### config.mk
export PLATFORM = sky130hd
export DESIGN_NAME = token_literal_classifier
export DESIGN_NICKNAME = d
export VERILOG_FILES = /design/src/tlc_pkg.sv /design/src/tlc_front.sv /design/src/tlc_queue.sv /design/src/tlc_back.sv /design/src/token_literal_classifier.sv
export SDC_FILE = /design/constraint.sdc
export NUM_CORES = 1
export LEC_CHECK = 0
export BUFFER_PORTS_ARGS = -buffer_cell sky130_fd_sc_hd__buf_2
export CORE_UTILIZATION = 39
export CTS_CLUSTER_DIAMETER = 200
export DETAILED_ROUTE_END_ITERATION = 8
export HOLD_SLACK_MARGIN = 0.02
export SYNTH_ARGS = -nofsm -noshare
export SYNTH_HDL_FRONTEND = slang
export SYNTH_HIERARCHICAL = 1
export SYNTH_SLANG_ARGS = --single-unit
export TNS_END_PERCENT = 5
### constraint.sdc
create_clock -name i_clk -period 3.25 [get_ports i_clk]
set_input_delay 0.325 -clock i_clk [delete_from_list [all_inputs] [get_ports i_clk]]
set_output_delay 0.325 -clock i_clk [all_outputs]
set_load 0.02 [all_outputs]
### src/tlc_pkg.sv
// ----------------------------------------------------------------------------
// tlc_pkg
// Shared types and character constants for the token literal classifier.
// ----------------------------------------------------------------------------
package tlc_pkg;

    localparam logic [7:0] CH_NUL   = 8'h00;
    localparam logic [7:0] CH_PLUS  = 8'h2B;
    localparam logic [7:0] CH_DASH  = 8'h2D;
    localparam logic [7:0] CH_POINT = 8'h2E;
    localparam logic [7:0] CH_E_LO  = 8'h65;
    localparam logic [7:0] CH_E_UP  = 8'h45;
    localparam logic [6:0] CH_ZERO  = 7'h30;
    localparam logic [6:0] CH_NINE  = 7'h39;
    localparam logic [6:0] CH_SPACE = 7'h20;
    localparam logic [6:0] CH_DEL   = 7'h7F;

    localparam int TRUE_LEN  = 4;
    localparam int FALSE_LEN = 5;

    localparam logic [7:0] WORD_TRUE  [TRUE_LEN]  = '{8'h54, 8'h52, 8'h55, 8'h45};
    localparam logic [7:0] WORD_FALSE [FALSE_LEN] = '{8'h46, 8'h41, 8'h4C, 8'h53, 8'h45};

    // Per-byte class word passed from front to back.
    typedef struct packed {
        logic                 term;
        logic                 ctrl;
        logic                 dig;
        logic                 sgn;
        logic                 dash;
        logic                 pt;
        logic                 ex;
        logic [TRUE_LEN-1:0]  kw_true;
        logic [FALSE_LEN-1:0] kw_false;
    } t_cls;

    typedef struct packed {
        logic is_boolean;
        logic is_character;
        logic is_string;
        logic is_integer;
        logic is_real;
        logic is_flag;
    } t_res;

endpackage

### src/tlc_front.sv
// ----------------------------------------------------------------------------
// tlc_front
// Classifies one raw byte into a class word for the recognizers.
// ----------------------------------------------------------------------------
module tlc_front (
    input  logic [7:0]   i_char_code,
    output tlc_pkg::t_cls o_cls
);
    import tlc_pkg::*;

    logic [6:0] w_low7;

    assign w_low7 = i_char_code[6:0];

    always_comb begin
        o_cls      = '0;
        o_cls.term = (i_char_code == CH_NUL);
        o_cls.ctrl = (w_low7 < CH_SPACE) || (w_low7 == CH_DEL);
        o_cls.dig  = (w_low7 >= CH_ZERO) && (w_low7 <= CH_NINE);
        o_cls.sgn  = (i_char_code == CH_PLUS) || (i_char_code == CH_DASH);
        o_cls.dash = (i_char_code == CH_DASH);
        o_cls.pt   = (i_char_code == CH_POINT);
        o_cls.ex   = (i_char_code == CH_E_LO) || (i_char_code == CH_E_UP);
        for (int k = 0; k < TRUE_LEN; k++) begin
            o_cls.kw_true[k] = (i_char_code == WORD_TRUE[k]);
        end
        for (int k = 0; k < FALSE_LEN; k++) begin
            o_cls.kw_false[k] = (i_char_code == WORD_FALSE[k]);
        end
    end

endmodule

### src/tlc_queue.sv
// ----------------------------------------------------------------------------
// tlc_queue
// Short FIFO of class words between the front and the back.
// ----------------------------------------------------------------------------
module tlc_queue #(
    parameter int DEPTH = 4
) (
    input  logic          i_clk,
    input  logic          i_rst_n,
    input  logic          i_push,
    input  tlc_pkg::t_cls i_data,
    output logic          o_full,
    input  logic          i_pop,
    output logic          o_valid,
    output tlc_pkg::t_cls o_data
);
    import tlc_pkg::*;

    localparam int PTR_W = (DEPTH > 1) ? $clog2(DEPTH) : 1;
    localparam int CNT_W = $clog2(DEPTH + 1);

    t_cls             r_mem [DEPTH];
    logic [PTR_W-1:0] r_wr_ptr;
    logic [PTR_W-1:0] r_rd_ptr;
    logic [CNT_W-1:0] r_count;
    logic             w_wr;
    logic             w_rd;

    assign o_full  = (r_count == CNT_W'(DEPTH));
    assign o_valid = (r_count != '0);
    assign o_data  = r_mem[r_rd_ptr];
    assign w_wr    = i_push && !o_full;
    assign w_rd    = i_pop && o_valid;

    always_ff @(posedge i_clk) begin
        if (w_wr) begin
            r_mem[r_wr_ptr] <= i_data;
        end
    end

    always_ff @(posedge i_clk) begin
        if (!i_rst_n) begin
            r_wr_ptr <= '0;
            r_rd_ptr <= '0;
            r_count  <= '0;
        end else begin
            if (w_wr) begin
                r_wr_ptr <= (r_wr_ptr == PTR_W'(DEPTH - 1)) ? '0 : r_wr_ptr + PTR_W'(1);
            end
            if (w_rd) begin
                r_rd_ptr <= (r_rd_ptr == PTR_W'(DEPTH - 1)) ? '0 : r_rd_ptr + PTR_W'(1);
            end
            if (w_wr && !w_rd) begin
                r_count <= r_count + CNT_W'(1);
            end else if (w_rd && !w_wr) begin
                r_count <= r_count - CNT_W'(1);
            end
        end
    end

endmodule

### src/tlc_back.sv
// ----------------------------------------------------------------------------
// tlc_back
// Recognizer state machines; emits one result word per terminated token.
// ----------------------------------------------------------------------------
module tlc_back (
    input  logic          i_clk,
    input  logic          i_rst_n,
    input  logic          i_valid,
    input  tlc_pkg::t_cls i_cls,
    output logic          o_take,
    input  logic          i_pop,
    output logic          o_res_valid,
    output tlc_pkg::t_res o_res
);
    import tlc_pkg::*;

    typedef enum logic [3:0] {
        RP_START, RP_SIGN, RP_INT, RP_PT_LEAD, RP_PT_BARE,
        RP_FRAC, RP_EXP_MARK, RP_EXP_SIGN, RP_EXP_DIG, RP_DEAD
    } t_real_ph;

    typedef enum logic [1:0] {
        IP_START, IP_SIGN, IP_DIG, IP_DEAD
    } t_int_ph;

    t_real_ph   r_real, n_real;
    t_int_ph    r_int, n_int;
    logic [2:0] r_kw_pos;
    logic [1:0] r_kw_alive, n_kw_alive;
    logic [1:0] r_len;
    logic       r_ctrl;
    logic       r_dash;
    logic       r_res_valid;
    t_res       r_res, n_res;

    assign o_take      = i_valid && (!i_cls.term || !r_res_valid || i_pop);
    assign o_res_valid = r_res_valid;
    assign o_res       = r_res;

    always_comb begin
        n_real = RP_DEAD;
        case (r_real)
            RP_START: begin
                if (i_cls.sgn)      n_real = RP_SIGN;
                else if (i_cls.dig) n_real = RP_INT;
                else if (i_cls.pt)  n_real = RP_PT_BARE;
            end
            RP_SIGN: begin
                if (i_cls.dig)      n_real = RP_INT;
                else if (i_cls.pt)  n_real = RP_PT_BARE;
            end
            RP_INT: begin
                if (i_cls.dig)      n_real = RP_INT;
                else if (i_cls.pt)  n_real = RP_PT_LEAD;
                else if (i_cls.ex)  n_real = RP_EXP_MARK;
            end
            RP_PT_LEAD, RP_FRAC: begin
                if (i_cls.dig)      n_real = RP_FRAC;
                else if (i_cls.ex)  n_real = RP_EXP_MARK;
            end
            RP_PT_BARE: begin
                if (i_cls.dig)      n_real = RP_FRAC;
            end
            RP_EXP_MARK: begin
                if (i_cls.sgn)      n_real = RP_EXP_SIGN;
                else if (i_cls.dig) n_real = RP_EXP_DIG;
            end
            RP_EXP_SIGN, RP_EXP_DIG: begin
                if (i_cls.dig)      n_real = RP_EXP_DIG;
            end
            default: n_real = RP_DEAD;
        endcase
    end

    always_comb begin
        n_int = IP_DEAD;
        case (r_int)
            IP_START: begin
                if (i_cls.sgn)      n_int = IP_SIGN;
                else if (i_cls.dig) n_int = IP_DIG;
            end
            IP_SIGN, IP_DIG: begin
                if (i_cls.dig)      n_int = IP_DIG;
            end
            default: n_int = IP_DEAD;
        endcase
    end

    always_comb begin
        n_kw_alive = r_kw_alive;
        if (!((r_kw_pos < 3'(TRUE_LEN)) && i_cls.kw_true[r_kw_pos[1:0]])) begin
            n_kw_alive[0] = 1'b0;
        end
        if (!((r_kw_pos < 3'(FALSE_LEN)) && i_cls.kw_false[r_kw_pos])) begin
            n_kw_alive[1] = 1'b0;
        end
    end

    always_comb begin
        n_res.is_boolean   = (r_kw_alive[0] && (r_kw_pos == 3'(TRUE_LEN))) ||
                             (r_kw_alive[1] && (r_kw_pos == 3'(FALSE_LEN)));
        n_res.is_string    = !r_ctrl;
        n_res.is_character = (r_len == 2'd1) && !r_ctrl;
        n_res.is_integer   = (r_int == IP_DIG);
        n_res.is_real      = (r_real == RP_INT) || (r_real == RP_PT_LEAD) ||
                             (r_real == RP_FRAC) || (r_real == RP_EXP_DIG);
        n_res.is_flag      = !r_ctrl && r_dash && (r_len == 2'd2);
    end

    always_ff @(posedge i_clk) begin
        if (!i_rst_n) begin
            r_real      <= RP_START;
            r_int       <= IP_START;
            r_kw_pos    <= '0;
            r_kw_alive  <= 2'b11;
            r_len       <= '0;
            r_ctrl      <= 1'b0;
            r_dash      <= 1'b0;
            r_res_valid <= 1'b0;
        end else if (o_take && i_cls.term) begin
            r_res       <= n_res;
            r_res_valid <= 1'b1;
            r_real      <= RP_START;
            r_int       <= IP_START;
            r_kw_pos    <= '0;
            r_kw_alive  <= 2'b11;
            r_len       <= '0;
            r_ctrl      <= 1'b0;
            r_dash      <= 1'b0;
        end else begin
            if (i_pop) begin
                r_res_valid <= 1'b0;
            end
            if (o_take) begin
                r_real     <= n_real;
                r_int      <= n_int;
                r_kw_alive <= n_kw_alive;
                if (r_kw_pos != 3'd7) begin
                    r_kw_pos <= r_kw_pos + 3'd1;
                end
                if ((r_len == 2'd0) && i_cls.dash) begin
                    r_dash <= 1'b1;
                end
                if (i_cls.ctrl) begin
                    r_ctrl <= 1'b1;
                end
                if (r_len != 2'd2) begin
                    r_len <= r_len + 2'd1;
                end
            end
        end
    end

endmodule

### src/token_literal_classifier.sv
// ----------------------------------------------------------------------------
// token_literal_classifier
// Classifies a zero-terminated token, one byte per word, into six flags.
//
//   channel  | handshake          | payload
//   ---------+--------------------+------------------------------------------
//   input    | push / full        | i_char_code
//   result   | empty / pop        | o_is_boolean .. o_is_flag
//
// One byte word is taken per cycle while full is low; the result reaches the
// outputs via the class queue and result register after the terminating zero
// byte is accepted. The back end consumes one queued word per cycle; it holds
// the terminator only while an untaken result occupies the result register.
// Reset is synchronous and clears queue, recognizers and result valid.
// ----------------------------------------------------------------------------
module token_literal_classifier #(
    parameter int QUEUE_DEPTH = 4
) (
    input  logic       i_clk,
    input  logic       i_rst_n,
    input  logic       push,
    output logic       full,
    input  logic [7:0] i_char_code,
    output logic       empty,
    input  logic       pop,
    output logic       o_is_boolean,
    output logic       o_is_character,
    output logic       o_is_string,
    output logic       o_is_integer,
    output logic       o_is_real,
    output logic       o_is_flag
);
    import tlc_pkg::*;

    t_cls w_cls_in;
    t_cls w_cls_q;
    logic w_q_valid;
    logic w_take;
    logic w_res_valid;
    t_res w_res;

    tlc_front u_front (
        .i_char_code (i_char_code),
        .o_cls       (w_cls_in)
    );

    tlc_queue #(
        .DEPTH (QUEUE_DEPTH)
    ) u_queue (
        .i_clk   (i_clk),
        .i_rst_n (i_rst_n),
        .i_push  (push),
        .i_data  (w_cls_in),
        .o_full  (full),
        .i_pop   (w_take),
        .o_valid (w_q_valid),
        .o_data  (w_cls_q)
    );

    tlc_back u_back (
        .i_clk       (i_clk),
        .i_rst_n     (i_rst_n),
        .i_valid     (w_q_valid),
        .i_cls       (w_cls_q),
        .o_take      (w_take),
        .i_pop       (pop),
        .o_res_valid (w_res_valid),
        .o_res       (w_res)
    );

    assign empty          = !w_res_valid;
    assign o_is_boolean   = w_res.is_boolean;
    assign o_is_character = w_res.is_character;
    assign o_is_string    = w_res.is_string;
    assign o_is_integer   = w_res.is_integer;
    assign o_is_real      = w_res.is_real;
    assign o_is_flag      = w_res.is_flag;

endmodule

==> summary.md <==
| Metric | Value |
|---|---|
| Register area share after synthesis | `0.588` |
| Least-Margin Pin Slew | `878 ps` |
| Setup TNS | `0 ps` |
| Hold_sp | `pop` |
| Post-synth EDFFs | `70` |
| Fmax | `0.388 GHz` |
| #FFs+latches synth | `95` |
| Hold endpoint | `u_back/o_res_valid` |
| Fillers | `992` |
| CTS clk-pin slew, worst paths | `70 ps` |
| Crit path launch type | `flip-flop` |
| Final hold vios | `0` |
| Outcome | `finished, final reports clean` |
| Largest fanout on the critical path | `5` |
| # IOs | `20` |
| Max Clock Skew | `8.49 ps` |
| Post-CTS resize count | `0` |
| Largest net degree at the start of global routing | `19` |
| Max-cap violations | `0` |
| Layout cell share with drive strength beyond 1 | `0.204` |
| Core Footprint | `10900 µm²` |
| Post-route setup slack | `670 ps` |
| Number of H-tree levels | `3` |
| Cts bufs inserted | `9` |
| RSZ-0062 raised after global routing | `false` |
| Total grt overflow | `0` |
| Nets@finish | `363` |
| DR vias | `2568` |
| Post-route cell area | `4940 µm²` |
| Die Area | `11800 µm²` |
| Netlist cell types | `61` |
| Rel. slew slack | `0.414` |
| DRC marker count from the first detailed-route iteration | `160` |
| Total Power Consumption | `4.15 mW` |
| Final Wtd Congestion | `0.777` |
| Async SR Flop Fraction | `0` |
| P_leak | `1.73 nW` |
| Fin crit period | `2580 ps` |
| Clock root buffer master | `clkbuf_16` |
| Pre-CTS worst setup slack | `685 ps` |
| FF+latch area | `2600 µm²` |
| CP Capture Type | `flip-flop` |
| Hold depth | `3` |
| Setup violators final | `0` |
| Area Overhead vs Synth | `11.7%` |
| Critical path class | `flip-flop to flip-flop` |
| WL final | `7680 µm` |
| GRT Total Usage | `0.142` |
| # Post-CTS Setup Buffers | `0` |
| Cell area power density | `839 nW/µm²` |
| Fin crit share | `0.794` |
| Ys Warns | `6` |
| Vias per cell | `5.36` |
| Clk sinks | `95` |
| First-pass DRT Iterations | `4` |
| Port Buffers | `19` |
| Mapped Area | `4420 µm²` |
| DP Area | `4610 µm²` |
| Hold buffers post-CTS | `0` |
| Initial Utilization | `0.405` |
| Slew Limit Fails | `0` |
| Later-pin clock latency in the skew report | `340 ps` |
| Routed Antenna Nets | `0` |
| DRC Markers | `0` |
| Vias in the first global route | `2415` |
| Core Util, Final | `0.452` |
| Die Span Y | `109 µm` |
| Initial antenna violation count | `0` |
| Synthesized net count | `344` |
| Worst Path Arrival | `2840 ps` |
| Worst R2R Setup Slack | `670 ps` |
| Peak supply drop | `0.450 mV` |
| Antenna cell count | `0` |
| Critical Path RT | `3510 ps` |
| Area occupied by multi-input gates | `1640 µm²` |
| First-pass GRT wire length | `12300 µm` |
| Worst flop-to-flop path endpoint | `u_queue/r_count[2]` |
| WL/cell | `16.0 µm` |
| Post-synthesis average cell area | `14.0 µm²` |
| CTS tree | `built` |
| Hold Crit Class | `primary input to flip-flop` |
| Mapped Cells | `315` |
| Primary FF master, synth | `edfxtp_1` |
| Post-DP HPWL | `5140 µm` |
| CTS max path bufs | `2` |
| DIE WIDTH | `109 µm` |
| Core Rows | `38` |
| Reg2reg path depth | `11` |
## synth_stat cells, types with 6 or more instances
cell type / number / area, µm²
nand2_1: 16 / 60.1
a21oi_1: 8 / 40.0
inv_1: 14 / 52.6
nor2b_1: 8 / 50.1
mux4_1: 6 / 158
nor2_1: 20 / 75.1
o21ai_1: 7 / 35.0
nand3_1: 8 / 40.0
o21ai_0: 7 / 35.0
edfxtp_1: 70 / 2100
mux4_2: 12 / 270
ha_1: 16 / 200
mux2i_1: 6 / 60.1
dfxtp_1: 25 / 500
## routing by layer
layer | up-vias | routed length (µm) | GRT usage
met5 | - | 0 | 0
met4 | 0 | 106 | 0.0444
met3 | 8 | 274 | 0.0458
met2 | 44 | 3720 | 0.225
met1 | 1278 | 3580 | 0.184
li1 | 1238 | - | -
## power breakdown
group          internal (mW)  switching (mW)
Combinational          0.582           0.705
Clock                  0.693           0.473
Sequential              1.53           0.164
## worst max-delay path, cell delays in order, from the launching register on
cell and delay (ps):
dfxtp_1 320, mux4_1 370, inv_1 60, o21ai_2 140
inv_1 100, o31ai_1 160, ha_1 290, inv_1 60
fa_1 370, xor2_1 150, or3_1 300, a21boi_0 170
## cell families after synthesis
group,count (synthesis),share of synthesized area
AOI/OAI and AO/OA,46,0.0699
xor gates and xnor gates,5,0.00990
adders and majority gates,17,0.0498
buffers and inverters,32,0.0421
DFF,95,0.588
muxes,24,0.110
and+or+nand+nor,96,0.130
## worst max-delay path by stage
stage / depth (start not counted) / startpoint / slack [ps] / endpoint
floorplan: 12 / flip-flop / 630 / u_queue/r_count[2]
global placement: 11 / flip-flop / 790 / u_queue/r_count[2]
detailed placement: 11 / flip-flop / 680 / u_queue/r_count[2]
CTS: 11 / flip-flop / 650 / u_queue/r_count[2]
global route: 11 / flip-flop / 420 / u_queue/r_count[2]
finish: 11 / flip-flop / 670 / u_queue/r_count[2]
## cells in the final DEF, fill, tap and decap left out, types with 6 or more instances in the layout
cell type	Yosys	final
mux2i_1	6	6
edfxtp_1	70	70
inv_1	14	14
nand3_1	8	8
clkbuf_16	0	9
mux4_1	6	6
o21ai_0	7	7
dfxtp_1	25	25
buf_2	5	19
buf_4	3	6
nor2_1	20	20
mux4_2	12	12
o21ai_1	7	7
nand2_1	16	16
ha_1	16	16
nor2b_1	8	8
a21oi_1	8	8
## through the flow
| step | hold WS (ps) | std cells |
|---|---|---|
| floorplan | 429 | 315 |
| global placement | 445 | 463 |
| detailed placement | 458 | 463 |
| CTS | 305 | 479 |
| global route | 335 | 479 |
| finish | 316 | 479 |
## area by class of cell
class	count	share of cell area
flip-flops and latches	95	0.526
multi-input cells	188	0.331
clock buffers	9	0.0456
well taps	140	0.0354
repair buffers	25	0.0283
clock inverters	7	0.0220
inverters	15	0.0114
## flip-flops by register name, summed over array words and instances, names as in the netlist, named ones only
name,flops
u_queue/r_wr_ptr,2
u_back/r_kw_pos,3
u_queue/r_count,3
u_back/r_real,4
u_queue/r_rd_ptr,2
u_back/r_ctrl,1
u_back/o_res_valid,1
u_back/r_len,2
u_back/r_kw_alive,2
u_back/r_int,2
u_back/o_res,6
u_queue/r_mem,64
u_back/r_dash,1
No activity file was read; power rests on OpenSTA's default activity.
